## src/sirs_pkg.sv

```systemverilog
// shared types and constants for the signed integer to radix symbols core
// no dependencies
`default_nettype none

package sirs_pkg;

   localparam int MAX_BASE   = 16;
   localparam int VALUE_W    = 32;
   localparam int LEN_W      = 5;
   localparam int SYM_W      = 8;
   localparam int CSR_DATA_W = 64;
   localparam int CSR_IDX_W  = 2;
   localparam int DIGIT_W    = $clog2(MAX_BASE);
   localparam int MAX_DIGITS = VALUE_W;
   localparam int COUNT_W    = $clog2(MAX_DIGITS + 1);
   localparam int BYTE_W     = 8;
   localparam int DIV_STEPS  = VALUE_W / BYTE_W;
   localparam int STEP_W     = $clog2(DIV_STEPS);
   localparam int SYMS_PER_WORD = CSR_DATA_W / SYM_W;

   localparam logic [CSR_IDX_W-1:0] CSR_BASE_LENGTH  = 2'd0;
   localparam logic [CSR_IDX_W-1:0] CSR_SYMBOLS_LOW  = 2'd1;
   localparam logic [CSR_IDX_W-1:0] CSR_SYMBOLS_HIGH = 2'd2;

   localparam logic [SYM_W-1:0] CHAR_NUL   = 8'h00;
   localparam logic [SYM_W-1:0] CHAR_TAB   = 8'h09;
   localparam logic [SYM_W-1:0] CHAR_CR    = 8'h0D;
   localparam logic [SYM_W-1:0] CHAR_SPACE = 8'h20;
   localparam logic [SYM_W-1:0] CHAR_PLUS  = 8'h2B;
   localparam logic [SYM_W-1:0] CHAR_MINUS = 8'h2D;

   typedef struct packed {
      logic               load;
      logic               check;
      logic [DIGIT_W-1:0] check_idx;
      logic               divide;
      logic               div_last;
      logic               emit_fault;
      logic               emit_sign;
      logic               emit_digit;
   } sirs_cmd_type;

   typedef struct packed {
      logic alpha_bad;
      logic quot_zero;
      logic stack_full;
      logic neg;
      logic last_digit;
   } sirs_sts_type;

endpackage

`default_nettype wire

```

## src/sirs_dp.sv

```systemverilog
// datapath: configuration registers, alphabet check, byte-wide divider,
// digit stack and registered result outputs; uses sirs_pkg
`default_nettype none

module sirs_dp
   import sirs_pkg::*;
(
   input  wire logic                         clock,
   input  wire logic                         reset,
   input  wire logic                         csr_we,
   input  wire logic [CSR_IDX_W-1:0]         csr_index,
   input  wire logic [CSR_DATA_W-1:0]        csr_wdata,
   input  wire logic signed [VALUE_W-1:0]    req_value,
   input  wire sirs_cmd_type                 cmd,
   output sirs_sts_type                      sts,
   output logic                              rsp_valid,
   output logic [SYM_W-1:0]                  rsp_symbol,
   output logic                              rsp_is_last,
   output logic                              rsp_base_invalid
);

   logic [LEN_W-1:0]                         len_ff;
   logic [2*SYMS_PER_WORD-1:0][SYM_W-1:0]    syms_ff;
   logic [VALUE_W-1:0]                       work_ff, work_in;
   logic [DIGIT_W-1:0]                       rem_ff;
   logic [COUNT_W-1:0]                       count_ff;
   logic [MAX_DIGITS-1:0][DIGIT_W-1:0]       stack_ff;
   logic                                     bad_ff, bad_in;
   logic                                     neg_ff;
   logic                                     valid_ff;
   logic [SYM_W-1:0]                         symbol_ff;
   logic                                     last_ff;
   logic                                     inv_ff;

   logic [SYM_W-1:0]   sym_i;
   logic               active_i;
   logic               bad_char;
   logic               dup;
   logic               len_bad;
   logic [DIGIT_W:0]   trial;
   logic [DIGIT_W-1:0] rem_in;
   logic [BYTE_W-1:0]  qbyte;

   // alphabet check: symbol forbidden or repeated later; length range
   always_comb begin
      sym_i    = syms_ff[cmd.check_idx];
      active_i = {1'b0, cmd.check_idx} < len_ff;
      bad_char = (sym_i == CHAR_NUL) || (sym_i == CHAR_PLUS) || (sym_i == CHAR_MINUS) ||
                 (sym_i == CHAR_SPACE) || ((sym_i >= CHAR_TAB) && (sym_i <= CHAR_CR));
      dup = 1'b0;
      for (int j = 0; j < 2*SYMS_PER_WORD; j++) begin
         if ((LEN_W'(j) > {1'b0, cmd.check_idx}) && (LEN_W'(j) < len_ff) &&
             (syms_ff[j] == sym_i)) begin
            dup = 1'b1;
         end
      end
      bad_in  = bad_ff | (active_i & (bad_char | dup));
      len_bad = (len_ff < LEN_W'(2)) || (len_ff > LEN_W'(MAX_BASE));
   end

   // one byte of restoring division per cycle
   always_comb begin
      rem_in = rem_ff;
      qbyte  = '0;
      trial  = '0;
      for (int k = 0; k < BYTE_W; k++) begin
         trial = {rem_in, work_ff[VALUE_W-1-k]};
         if (trial >= len_ff) begin
            qbyte[BYTE_W-1-k] = 1'b1;
            rem_in = DIGIT_W'(trial - len_ff);
         end else begin
            rem_in = trial[DIGIT_W-1:0];
         end
      end
      work_in = {work_ff[VALUE_W-BYTE_W-1:0], qbyte};
   end

   assign sts.alpha_bad  = bad_ff | len_bad;
   assign sts.quot_zero  = (work_in == '0);
   assign sts.stack_full = (count_ff == COUNT_W'(MAX_DIGITS - 1));
   assign sts.neg        = neg_ff;
   assign sts.last_digit = (count_ff == COUNT_W'(1));

   always_ff @(posedge clock) begin
      if (reset) begin
         len_ff  <= '0;
         syms_ff <= '0;
      end else if (csr_we) begin
         unique case (csr_index)
            CSR_BASE_LENGTH:  len_ff <= csr_wdata[LEN_W-1:0];
            CSR_SYMBOLS_LOW:  syms_ff[SYMS_PER_WORD-1:0] <= csr_wdata;
            CSR_SYMBOLS_HIGH: syms_ff[2*SYMS_PER_WORD-1:SYMS_PER_WORD] <= csr_wdata;
            default: ;
         endcase
      end
   end

   always_ff @(posedge clock) begin
      if (reset) begin
         count_ff <= '0;
      end else begin
         priority if (cmd.load) begin
            work_ff  <= req_value[VALUE_W-1] ? (VALUE_W'(0) - $unsigned(req_value))
                                             : $unsigned(req_value);
            neg_ff   <= req_value[VALUE_W-1];
            rem_ff   <= '0;
            count_ff <= '0;
            bad_ff   <= 1'b0;
         end else if (cmd.check) begin
            bad_ff <= bad_in;
         end else if (cmd.divide) begin
            work_ff <= work_in;
            if (cmd.div_last) begin
               rem_ff   <= '0;
               stack_ff <= {stack_ff[MAX_DIGITS-2:0], rem_in};
               count_ff <= count_ff + COUNT_W'(1);
            end else begin
               rem_ff <= rem_in;
            end
         end else if (cmd.emit_digit) begin
            stack_ff <= {DIGIT_W'(0), stack_ff[MAX_DIGITS-1:1]};
            count_ff <= count_ff - COUNT_W'(1);
         end else begin
         end
      end
   end

   // result register
   always_ff @(posedge clock) begin
      if (reset) begin
         valid_ff <= 1'b0;
      end else begin
         valid_ff <= cmd.emit_fault | cmd.emit_sign | cmd.emit_digit;
      end
      priority if (cmd.emit_fault) begin
         symbol_ff <= '0;
         last_ff   <= 1'b1;
         inv_ff    <= 1'b1;
      end else if (cmd.emit_sign) begin
         symbol_ff <= CHAR_MINUS;
         last_ff   <= 1'b0;
         inv_ff    <= 1'b0;
      end else begin
         symbol_ff <= syms_ff[stack_ff[0]];
         last_ff   <= (count_ff == COUNT_W'(1));
         inv_ff    <= 1'b0;
      end
   end

   assign rsp_valid        = valid_ff;
   assign rsp_symbol       = symbol_ff;
   assign rsp_is_last      = last_ff;
   assign rsp_base_invalid = inv_ff;

   a_fault_form: assert property (@(posedge clock) disable iff (reset)
      (valid_ff && inv_ff) |-> (last_ff && (symbol_ff == '0)))
      else $error("fault result malformed");

   a_count_range: assert property (@(posedge clock) disable iff (reset)
      count_ff <= COUNT_W'(MAX_DIGITS))
      else $error("digit count overflow");

   a_pop_nonempty: assert property (@(posedge clock) disable iff (reset)
      cmd.emit_digit |-> (count_ff != '0))
      else $error("pop from empty digit stack");

endmodule

`default_nettype wire

```

## src/sirs_ctrl.sv

```systemverilog
// controller state machine: sequences alphabet check, division and output
// uses sirs_pkg command and status types
`default_nettype none

module sirs_ctrl
   import sirs_pkg::*;
(
   input  wire logic         clock,
   input  wire logic         reset,
   input  wire logic         start,
   output logic              busy,
   output sirs_cmd_type      cmd,
   input  wire sirs_sts_type sts
);

   typedef enum logic [2:0] {
      ST_IDLE,
      ST_CHECK,
      ST_DECIDE,
      ST_DIVIDE,
      ST_SIGN,
      ST_EMIT
   } state_type;

   state_type           state_ff, state_in;
   logic [DIGIT_W-1:0]  idx_ff, idx_in;
   logic [STEP_W-1:0]   step_ff, step_in;
   logic                busy_ff;

   always_comb begin
      state_in       = state_ff;
      idx_in         = idx_ff;
      step_in        = step_ff;
      cmd            = '0;
      cmd.check_idx  = idx_ff;
      cmd.div_last   = (step_ff == STEP_W'(DIV_STEPS - 1));
      unique case (state_ff)
         ST_IDLE: begin
            if (start) begin
               cmd.load = 1'b1;
               idx_in   = '0;
               state_in = ST_CHECK;
            end
         end
         ST_CHECK: begin
            cmd.check = 1'b1;
            idx_in    = idx_ff + DIGIT_W'(1);
            if (idx_ff == DIGIT_W'(MAX_BASE - 1)) begin
               state_in = ST_DECIDE;
            end
         end
         ST_DECIDE: begin
            step_in = '0;
            if (sts.alpha_bad) begin
               cmd.emit_fault = 1'b1;
               state_in       = ST_IDLE;
            end else begin
               state_in = ST_DIVIDE;
            end
         end
         ST_DIVIDE: begin
            cmd.divide = 1'b1;
            step_in    = step_ff + STEP_W'(1);
            if (cmd.div_last && (sts.quot_zero || sts.stack_full)) begin
               state_in = sts.neg ? ST_SIGN : ST_EMIT;
            end
         end
         ST_SIGN: begin
            cmd.emit_sign = 1'b1;
            state_in      = ST_EMIT;
         end
         ST_EMIT: begin
            cmd.emit_digit = 1'b1;
            if (sts.last_digit) begin
               state_in = ST_IDLE;
            end
         end
         default: state_in = ST_IDLE;
      endcase
   end

   always_ff @(posedge clock) begin
      if (reset) begin
         state_ff <= ST_IDLE;
         idx_ff   <= '0;
         step_ff  <= '0;
         busy_ff  <= 1'b0;
      end else begin
         state_ff <= state_in;
         idx_ff   <= idx_in;
         step_ff  <= step_in;
         busy_ff  <= (state_in != ST_IDLE);
      end
   end

   assign busy = busy_ff;

   a_busy_state: assert property (@(posedge clock) disable iff (reset)
      busy_ff == (state_ff != ST_IDLE))
      else $error("busy out of step with state");

   a_one_cmd: assert property (@(posedge clock) disable iff (reset)
      $onehot0({cmd.load, cmd.check, cmd.divide, cmd.emit_fault, cmd.emit_sign,
                cmd.emit_digit}))
      else $error("more than one datapath command");

   a_fault_ends: assert property (@(posedge clock) disable iff (reset)
      cmd.emit_fault |=> (state_ff == ST_IDLE))
      else $error("fault did not end the request");

endmodule

`default_nettype wire

```

## src/signed_integer_to_radix_symbols_core.sv

```systemverilog
// top level: signed integer to radix symbols converter
// instantiates sirs_ctrl and sirs_dp, uses sirs_pkg
//
//   channel   ports                                         direction
//   request   start, busy, req_value                         in (busy out)
//   result    rsp_valid, rsp_symbol, rsp_is_last,
//             rsp_base_invalid                                out
//   config    csr_we, csr_index, csr_wdata                   in
//
// a request runs the alphabet check over every symbol slot and a decision, then
// divides the magnitude byte by byte in the byte-wide divider for each digit, then sends
// the symbols out, sign first; an invalid alphabet ends after the decision with one fault result
// the divider, one byte of quotient per cycle, sets the digit rate
// synchronous reset clears control and configuration; results cannot be stalled
`default_nettype none

module signed_integer_to_radix_symbols_core
   import sirs_pkg::*;
(
   input  wire logic                      clock,
   input  wire logic                      reset,
   input  wire logic                      start,
   output logic                           busy,
   input  wire logic signed [VALUE_W-1:0] req_value,
   output logic                           rsp_valid,
   output logic [SYM_W-1:0]               rsp_symbol,
   output logic                           rsp_is_last,
   output logic                           rsp_base_invalid,
   input  wire logic                      csr_we,
   input  wire logic [CSR_IDX_W-1:0]      csr_index,
   input  wire logic [CSR_DATA_W-1:0]     csr_wdata
);

   sirs_cmd_type cmd;
   sirs_sts_type sts;

   sirs_ctrl u_ctrl (
      .clock (clock),
      .reset (reset),
      .start (start),
      .busy  (busy),
      .cmd   (cmd),
      .sts   (sts)
   );

   sirs_dp u_dp (
      .clock            (clock),
      .reset            (reset),
      .csr_we           (csr_we),
      .csr_index        (csr_index),
      .csr_wdata        (csr_wdata),
      .req_value        (req_value),
      .cmd              (cmd),
      .sts              (sts),
      .rsp_valid        (rsp_valid),
      .rsp_symbol       (rsp_symbol),
      .rsp_is_last      (rsp_is_last),
      .rsp_base_invalid (rsp_base_invalid)
   );

endmodule

`default_nettype wire

```

## config.mk

```make
export PLATFORM = sky130hd
export DESIGN_NAME = signed_integer_to_radix_symbols_core
export DESIGN_NICKNAME = d
export VERILOG_FILES = /design/src/sirs_pkg.sv /design/src/sirs_dp.sv /design/src/sirs_ctrl.sv /design/src/signed_integer_to_radix_symbols_core.sv
export SDC_FILE = /design/constraint.sdc
export NUM_CORES = 1
export LEC_CHECK = 0
export BUFFER_PORTS_ARGS = -buffer_cell sky130_fd_sc_hd__buf_4
export CORE_MARGIN = 2
export CORE_UTILIZATION = 45
export DETAILED_ROUTE_END_ITERATION = 7
export MAX_ROUTING_LAYER = met4
export SKIP_LAST_GASP = 1
export SYNTH_ARGS = -nofsm -noshare
export SYNTH_HDL_FRONTEND = slang
export SYNTH_SLANG_ARGS = --single-unit
```

## constraint.sdc

```tcl
create_clock -name clock -period 38.9 [get_ports clock]
set_input_delay 5.835 -clock clock [delete_from_list [all_inputs] [get_ports clock]]
set_output_delay 5.835 -clock clock [all_outputs]
set_load 0.005 [all_outputs]
```

==> run metrics, run 1 <==
simple-gate share of the synthesized area=approximately a fifth; post-synthesis adder-cell area fraction=between 4 and 5%; HP Class=reg -> reg; status=complete, no violations; total congestion overflow=0; Post-DP HPWL=39.33 mm; f_max=66.15 MHz; DR iter-0 viols=1617; reg-to-reg startpoint=u_dp.len_ff[1]$_SDFFE_PP0P_; drt via density=5.799; H-Tree Depth=2; deepest clock path buffer count=3; compound-cell area share of the yosys netlist=11.15%; Slew headroom=29.45%; CP Max Fanout=16; Hold Fails Final Rpt=0; Syn Area/Cell=9.066 sq um; Post-Synth XOR/XNOR Area=7.166%; Worst Path Arrival=between 15000 and 20000 ps; CP delay by family, top=compound AO/OA/AOI/OAI gates; die width=209.8 um; Setup-failing EPs final=0; cells after synthesis=2103; Initial Util=45.55%; #FFs+latches synth=326; Buf/Inv on CP=7; synth warn=0; cell mode on critical path=a21o_1; Die Y=209.8 um; CTS buffer count=38; io pins=114; clock latency on the worst-skew pair=560 ps; RR Endpoint=u_ctrl.busy$_SDFF_PP0_; number of diodes=0; Worst EP required=39320 ps; Post-synth top cells=689 x nand2_1, 181 x a21oi_1, 166 x edfxtp_1, 160 x dfxtp_1, 99 x clkbuf_1; number of nets still failing antenna checks after routing=0; top post-synthesis cells by area=edfxtp_1 26%, dfxtp_1 17%, nand2_1 14%, mux4_2 7.9%, a21oi_1 4.8%; vias in the first global route=15250; routability cong.=0.9790; Hold EP=u_ctrl.step_ff[1]$_SDFFE_PP0P_; initial antenna violation count=0; syn nets=2264; Final Cycle Share=38.86%; Vias=roughly 16000; drt first pass iters=6; Worst-path clk slew=~60 ps; min Tclk post-route=15120 ps; first-pass GRT wire length=roughly 88 mm; RSZ-0062 raised after global routing=no; Setup crit end kind=flop; Final Slew Violations=0; post-synthesis sequential area ratio=between 40% and 50%; Area growth syn-to-layout=13.03%; # port buffers=113; CTS Hold Bufs=0; Overall Global Routing Usage=26.28%; largest area contributor in the netlist=edfxtp_1; most frequent cell after synthesis=nand2_1; R2R cell count=61; largest net degree at the start of global routing=just under 90; Hold Crit Start=u_ctrl.step_ff[1]$_SDFFE_PP0P_; grt met3 use=3.546%; ys flop type=edfxtp_1; CTS tree=built; core area=41850 sq um; Multi-input gate area=10230 sq um; EDFF count, synth=166; std cell rows=75; final instance area=21550 sq um; die area=44030 sq um; Worst Tran Pin Value=1058 ps; fill count=~3900; clock skew=20.34 ps; global-route track usage on met2=41.45%; WHS Path Cells=2; Most Crowded Layer GR=met2; CTS root buf=clkbuf_16; multiplexer share of the synthesized area=10.67%; layout cells sized above 1=14.65%; number of buffers added for setup after CTS=0; Largest stage delay, worst path=850 ps; main combinational cell family by area after synthesis=simple AND/OR/NAND/NOR gates; Worst path depth=just over 60; DRC=0; CP Class=reg -> reg; wire per inst=20.65 um; post-synth cell types=72; routed wire length=56.11 mm; Num Clock Sinks=between 300 and 400; R2R Setup Slk=23780 ps; # resized after CTS=0; asr flop ratio synth=0%; top-area cell type share of the netlist area=26.15%; startpoint types=flop; placed instance area=20290 sq um; count of nets after finishing=about 2300; Synth Cell Area=around 19000 sq um; register area=8190 sq um; TNS Setup=0 ps; grt met1 use=35.45%; number of max-cap violations=0; Crit-path slowest cell=dfxtp_1
worst min-delay path: cells and delay by family (launching register included):
family          cells  cell delay, ps
simple gates        1              50
flops               1             310
compound gates      1              50
final cells by class:
class | count | share of cell area, %
clock inverters | 15 | 0.6387
flip-flops and latches | 326 | 38.01
clock buffers | 54 | 5.191
well taps | 539 | 3.130
multi-input cells | 1602 | 47.48
inverters | 43 | 0.7490
repair buffers | 138 | 4.808
how the worst max path moves through the flow:
stage / start / endpoint / slack (ps)
5_1_grt: u_dp.len_ff[1]$_SDFFE_PP0P_ / u_ctrl.busy$_SDFF_PP0_ / 22450
3_3_place_gp: u_dp.len_ff[1]$_SDFFE_PP0P_ / u_ctrl.busy$_SDFF_PP0_ / 24380
2_1_floorplan: u_dp.len_ff[1]$_SDFFE_PP0P_ / u_ctrl.busy$_SDFF_PP0_ / 25720
3_5_place_dp: u_dp.len_ff[1]$_SDFFE_PP0P_ / u_ctrl.busy$_SDFF_PP0_ / 23800
4_1_cts: u_dp.len_ff[1]$_SDFFE_PP0P_ / u_ctrl.busy$_SDFF_PP0_ / 23720
6_report: u_dp.len_ff[1]$_SDFFE_PP0P_ / u_ctrl.busy$_SDFF_PP0_ / 23780
kinds of logic (layout without fill, tap and decap cells):
logic type      after synthesis  in the layout
buf+inv                     175            250
xor+xnor                    156            156
fa+ha+maj                    59             59
flops                       326            326
simple gates                911            911
compound gates              359            359
mux                         117            117
layer usage:
| layer | share of wire [%] | up-vias | wire length [um] |
|---|---|---|---|
| met5 | 0 | - | 0 |
| met4 | 2.4 | 0 | 1341 |
| met3 | 6.6 | 98 | 3729 |
| met2 | 47 | 606 | 26340 |
| met1 | 44 | 7643 | 24690 |
| li1 | - | 7410 | - |
layout by cell type (no fill, tap or decap), types with 42 or more instances in the layout:
cell type,n
nand2_1,688
a21oi_1,181
edfxtp_1,166
dfxtp_1,158
buf_4,138
xnor2_1,84
xor2_1,72
mux4_2,67
nor2_1,63
o21ai_0,61
ha_1,51
inv_1,42
registers in the layout (all words and copies together), names as in the netlist:
name,flops
u_dp.rsp_valid,1
u_ctrl.busy,1
u_dp.rem_ff,4
u_dp.len_ff,5
u_ctrl.step_ff,2
u_ctrl.idx_ff,4
u_dp.neg_ff,1
u_dp.stack_ff,128
u_dp.work_ff,32
u_dp.rsp_is_last,1
u_dp.bad_ff,1
u_dp.syms_ff,128
u_dp.rsp_symbol,8
u_dp.rsp_base_invalid,1
u_ctrl.state_ff,3
u_dp.count_ff,6
per-stage QoR:
step / util, % / setup slack [ps] / hold slack [ps] / std cells
2_1_floorplan: - / 25720 / 435.6 / 2103
3_3_place_gp: 48.49 / 24380 / 442.7 / 2648
3_5_place_dp: 48.49 / 23800 / 450.6 / 2648
4_1_cts: 51.49 / 23720 / 457.9 / 2717
5_1_grt: 51.49 / 22450 / 497.1 / 2717
6_report: 51.49 / 23780 / 455.6 / 2717
Power of run 1 is left out: the tool's default activity adds up to more than one toggle a clock period on the data nets, which glitch-free logic cannot reach.
==> inputs of run 2 (changes only) <==
--- a/config.mk
+++ b/config.mk
@@ -5,6 +5,7 @@
 export SDC_FILE = /design/constraint.sdc
 export NUM_CORES = 1
 export LEC_CHECK = 0
+export ABC_AREA = 1
 export BUFFER_PORTS_ARGS = -buffer_cell sky130_fd_sc_hd__buf_4
 export CORE_MARGIN = 2
 export CORE_UTILIZATION = 45
==> constraint.sdc (replaced) <==
create_clock -name clock -period 14.1 [get_ports clock]
set_input_delay 2.115 -clock clock [delete_from_list [all_inputs] [get_ports clock]]
set_output_delay 2.115 -clock clock [all_outputs]
set_load 0.005 [all_outputs]
==> run 2 against run 1 <==
  * Sequential share of layout area is 1.1 points lower
  * Non-clock buffer count is 7 higher
  * Setup slack worse by 22000 ps
  * Cell count is 25% higher
  * Critical path depth is 13 higher
  * Via count is 18% higher
  * Wire length is 11% higher
  * Maximum frequency is 19% higher
  * Count of clock-buffer cells in the layout is 4 lower
  * Flip-flop and latch count stayed put
  * Utilization hardly changed
  * Largest cell class unchanged
==> run metrics, run 2 <==
status=complete, no violations (unchanged); most common cell after layout, fill and taps aside=nand2_1 (unchanged); CP delay by family, top=compound AO/OA/AOI/OAI gates (unchanged); most frequent cells in the layout=861 x nand2_1, 332 x o21ai_0, 235 x inv_1 (was 688 x nand2_1, 181 x a21oi_1, 166 x edfxtp_1); most frequent cell after synthesis=nand2_1 (unchanged); drt first pass iters=5 (was 6); DRC=0 (unchanged); CP Class=reg -> reg (unchanged); number of max-cap violations=0 (unchanged); syn nets=2901 (was 2264); biggest regs=u_dp.stack_ff: 128 flops, u_dp.syms_ff: 128 flops, u_dp.work_ff: 32 flops (unchanged); largest net degree at the start of global routing=97 (was 87); layout cells sized above 1=8.943% (was 14.65%); f_max=78.62 MHz (was 66.15 MHz); Overall Global Routing Usage=28.30% (was 26.28%); Vias=18580 (was 15760); number of diodes=0 (unchanged); post-synthesis sequential area ratio=41.78% (was 42.95%); CP Max Fanout=10 (was 16); drt via density=5.460 (was 5.799); deepest clock path buffer count=3 (unchanged); H-Tree Depth=2 (unchanged); Post-DP HPWL=43.43 mm (was 39.33 mm); Worst Path Arrival=13190 ps (was 15530 ps); Initial Util=45.49% (was 45.55%); simple-gate share of the synthesized area=26.38% (was 20.24%); die width=212.7 um (was 209.8 um); Buf/Inv on CP=8 (was 7); cells after synthesis=2740 (was 2103); EDFF count, synth=166 (unchanged); std cell rows=76 (was 75); startpoint types=flop (unchanged); Final Slew Violations=0 (unchanged); multiplexer share of the synthesized area=0.05108% (was 10.67%); asr flop ratio synth=0% (unchanged); DR iter-0 viols=1665 (was 1617); Worst Tran Pin Value=1172 ps (was 1058 ps); top-area cell type share of the netlist area=25.44% (was 26.15%); #FFs+latches synth=326 (unchanged); main combinational cell family by area after synthesis=simple AND/OR/NAND/NOR gates (unchanged); cell mode on critical path=nand2_1 (was a21o_1); CTS Hold Bufs=0 (unchanged); Worst EP required=14570 ps (was 39320 ps); count of nets after finishing=2947 (was 2310); clock skew=25.17 ps (was 20.34 ps); Syn Area/Cell=7.152 sq um (was 9.066 sq um); Post-Synth XOR/XNOR Area=3.531% (was 7.166%); Final Cycle Share=90.21% (was 38.86%); largest area contributor in the netlist=edfxtp_1 (unchanged); Synth Cell Area=19600 sq um (was 19070 sq um); placed instance area=20710 sq um (was 20290 sq um); Area growth syn-to-layout=13.21% (was 13.03%); die area=45230 sq um (was 44030 sq um); wire per inst=18.36 um (was 20.65 um); top post-synthesis cells by area=edfxtp_1 25%, nand2_1 16%, dfxtp_1 16%, o21ai_0 8.5%, a21oi_1 5.9% (was edfxtp_1 26%, dfxtp_1 17%, nand2_1 14%, mux4_2 7.9%, a21oi_1 4.8%); core area=43080 sq um (was 41850 sq um); CTS root buf=clkbuf_16 (unchanged); post-synth cell types=47 (was 72); Num Clock Sinks=326 (unchanged); compound-cell area share of the yosys netlist=16.03% (was 11.15%); Die Y=212.7 um (was 209.8 um); CTS tree=built (unchanged); dpl ws=936.0 ps (was 23800 ps); TNS Setup=0 ps (unchanged); Crit-path slowest cell=dfxtp_1 (unchanged); Util after Layout=51.50% (was 51.49%); Worst-path clk slew=60 ps (about the same); routed wire length=62.48 mm (was 56.11 mm); ys flop type=edfxtp_1 (unchanged); synth warn=0 (unchanged); post-route setup slack=1381 ps (was 23780 ps); first-pass GRT wire length=96.75 mm (was 88.00 mm); CTS buffer count=40 (was 38); Setup-failing EPs final=0 (unchanged); post-synthesis adder-cell area fraction=4.073% (was 4.187%); min Tclk post-route=12720 ps (was 15120 ps); Post-synth top cells=861 x nand2_1, 333 x o21ai_0, 241 x inv_1, 232 x a21oi_1, 202 x nor2_1 (was 689 x nand2_1, 181 x a21oi_1, 166 x edfxtp_1, 160 x dfxtp_1, 99 x clkbuf_1); initial antenna violation count=1 (was 0); HP Class=reg -> reg (unchanged); number of nets still failing antenna checks after routing=0 (unchanged); routability cong.=0.9690 (was 0.9790); io pins=114 (unchanged); Setup crit end kind=flop (unchanged); total congestion overflow=0 (unchanged); # port buffers=113 (unchanged); final instance area=22190 sq um (was 21550 sq um); clock latency on the worst-skew pair=580 ps (was 560 ps); Largest stage delay, worst path=480 ps (was 850 ps); Slew headroom=21.69% (was 29.45%); Hold Fails Final Rpt=0 (unchanged); vias in the first global route=17780 (was 15250)
run 2: per-stage QoR:
| step | cells | hold slack [ps] |
|---|---|---|
| finish | 3403 | 466.7 |
| global route | 3403 | 491.5 |
| CTS | 3391 | 463.2 |
| detailed placement | 3317 | 454.0 |
| global placement | 3317 | 453.0 |
| floorplan | 2740 | 441.0 |
run 2: layer usage:
layer,vias to the layer above,global-route usage (%),wire [um]
met2,689,45.15,28670
met3,143,4.515,4547
met4,0,13.14,2862
li1,9066,-,-
met5,-,-,0
met1,8684,35.35,26400
run 2: worst paths after layout:
path	slack, ps	start	to	cells past startpoint
worst max register to register	1380	u_dp.len_ff[3]$_SDFFE_PP0P_	u_ctrl.state_ff[1]$_SDFF_PP0_	74
worst min register to register	470	u_dp.syms_ff[7]$_SDFFE_PP0P_	u_dp.syms_ff[7]$_SDFFE_PP0P_	2
worst min-delay path	470	u_dp.syms_ff[7]$_SDFFE_PP0P_	u_dp.syms_ff[7]$_SDFFE_PP0P_	2
worst max-delay path	1380	u_dp.len_ff[3]$_SDFFE_PP0P_	u_ctrl.state_ff[1]$_SDFF_PP0_	74
run 2: worst min-delay path, delay by kind of cell (launching register included):
family,cells,cell delay (ps)
AO/OA/AOI/OAI,1,50
flip-flops,1,310
buffers and inverters,1,60
run 2: cell families (layout without fill, tap and decap cells):
family	count (synthesis)	after routing
simple gates	1280	1280
compound gates	606	606
buf+inv	389	467
flops	326	326
xor+xnor	79	79
fa+ha+maj	59	59
mux	1	1
run 2: what timing repair did:
action	4_1_cts	5_1_grt
setup buffers	0	12
hold endpoints to repair	0	0
setup endpoints to repair	0	13
gates resized for setup	0	7
run 2: final cells by class:
| cell class | instances | area [sq um] |
|---|---|---|
| repair buffers | 145 | 1089 |
| clock buffers | 50 | 1089 |
| fillers | 4323 | 20890 |
| multi-input cells | 2025 | 9867 |
| well taps | 585 | 732.0 |
| flip-flops and latches | 326 | 8189 |
| clock inverters | 24 | 275.3 |
| inverters | 248 | 945.9 |
Power of run 2 is left out for the same reason.
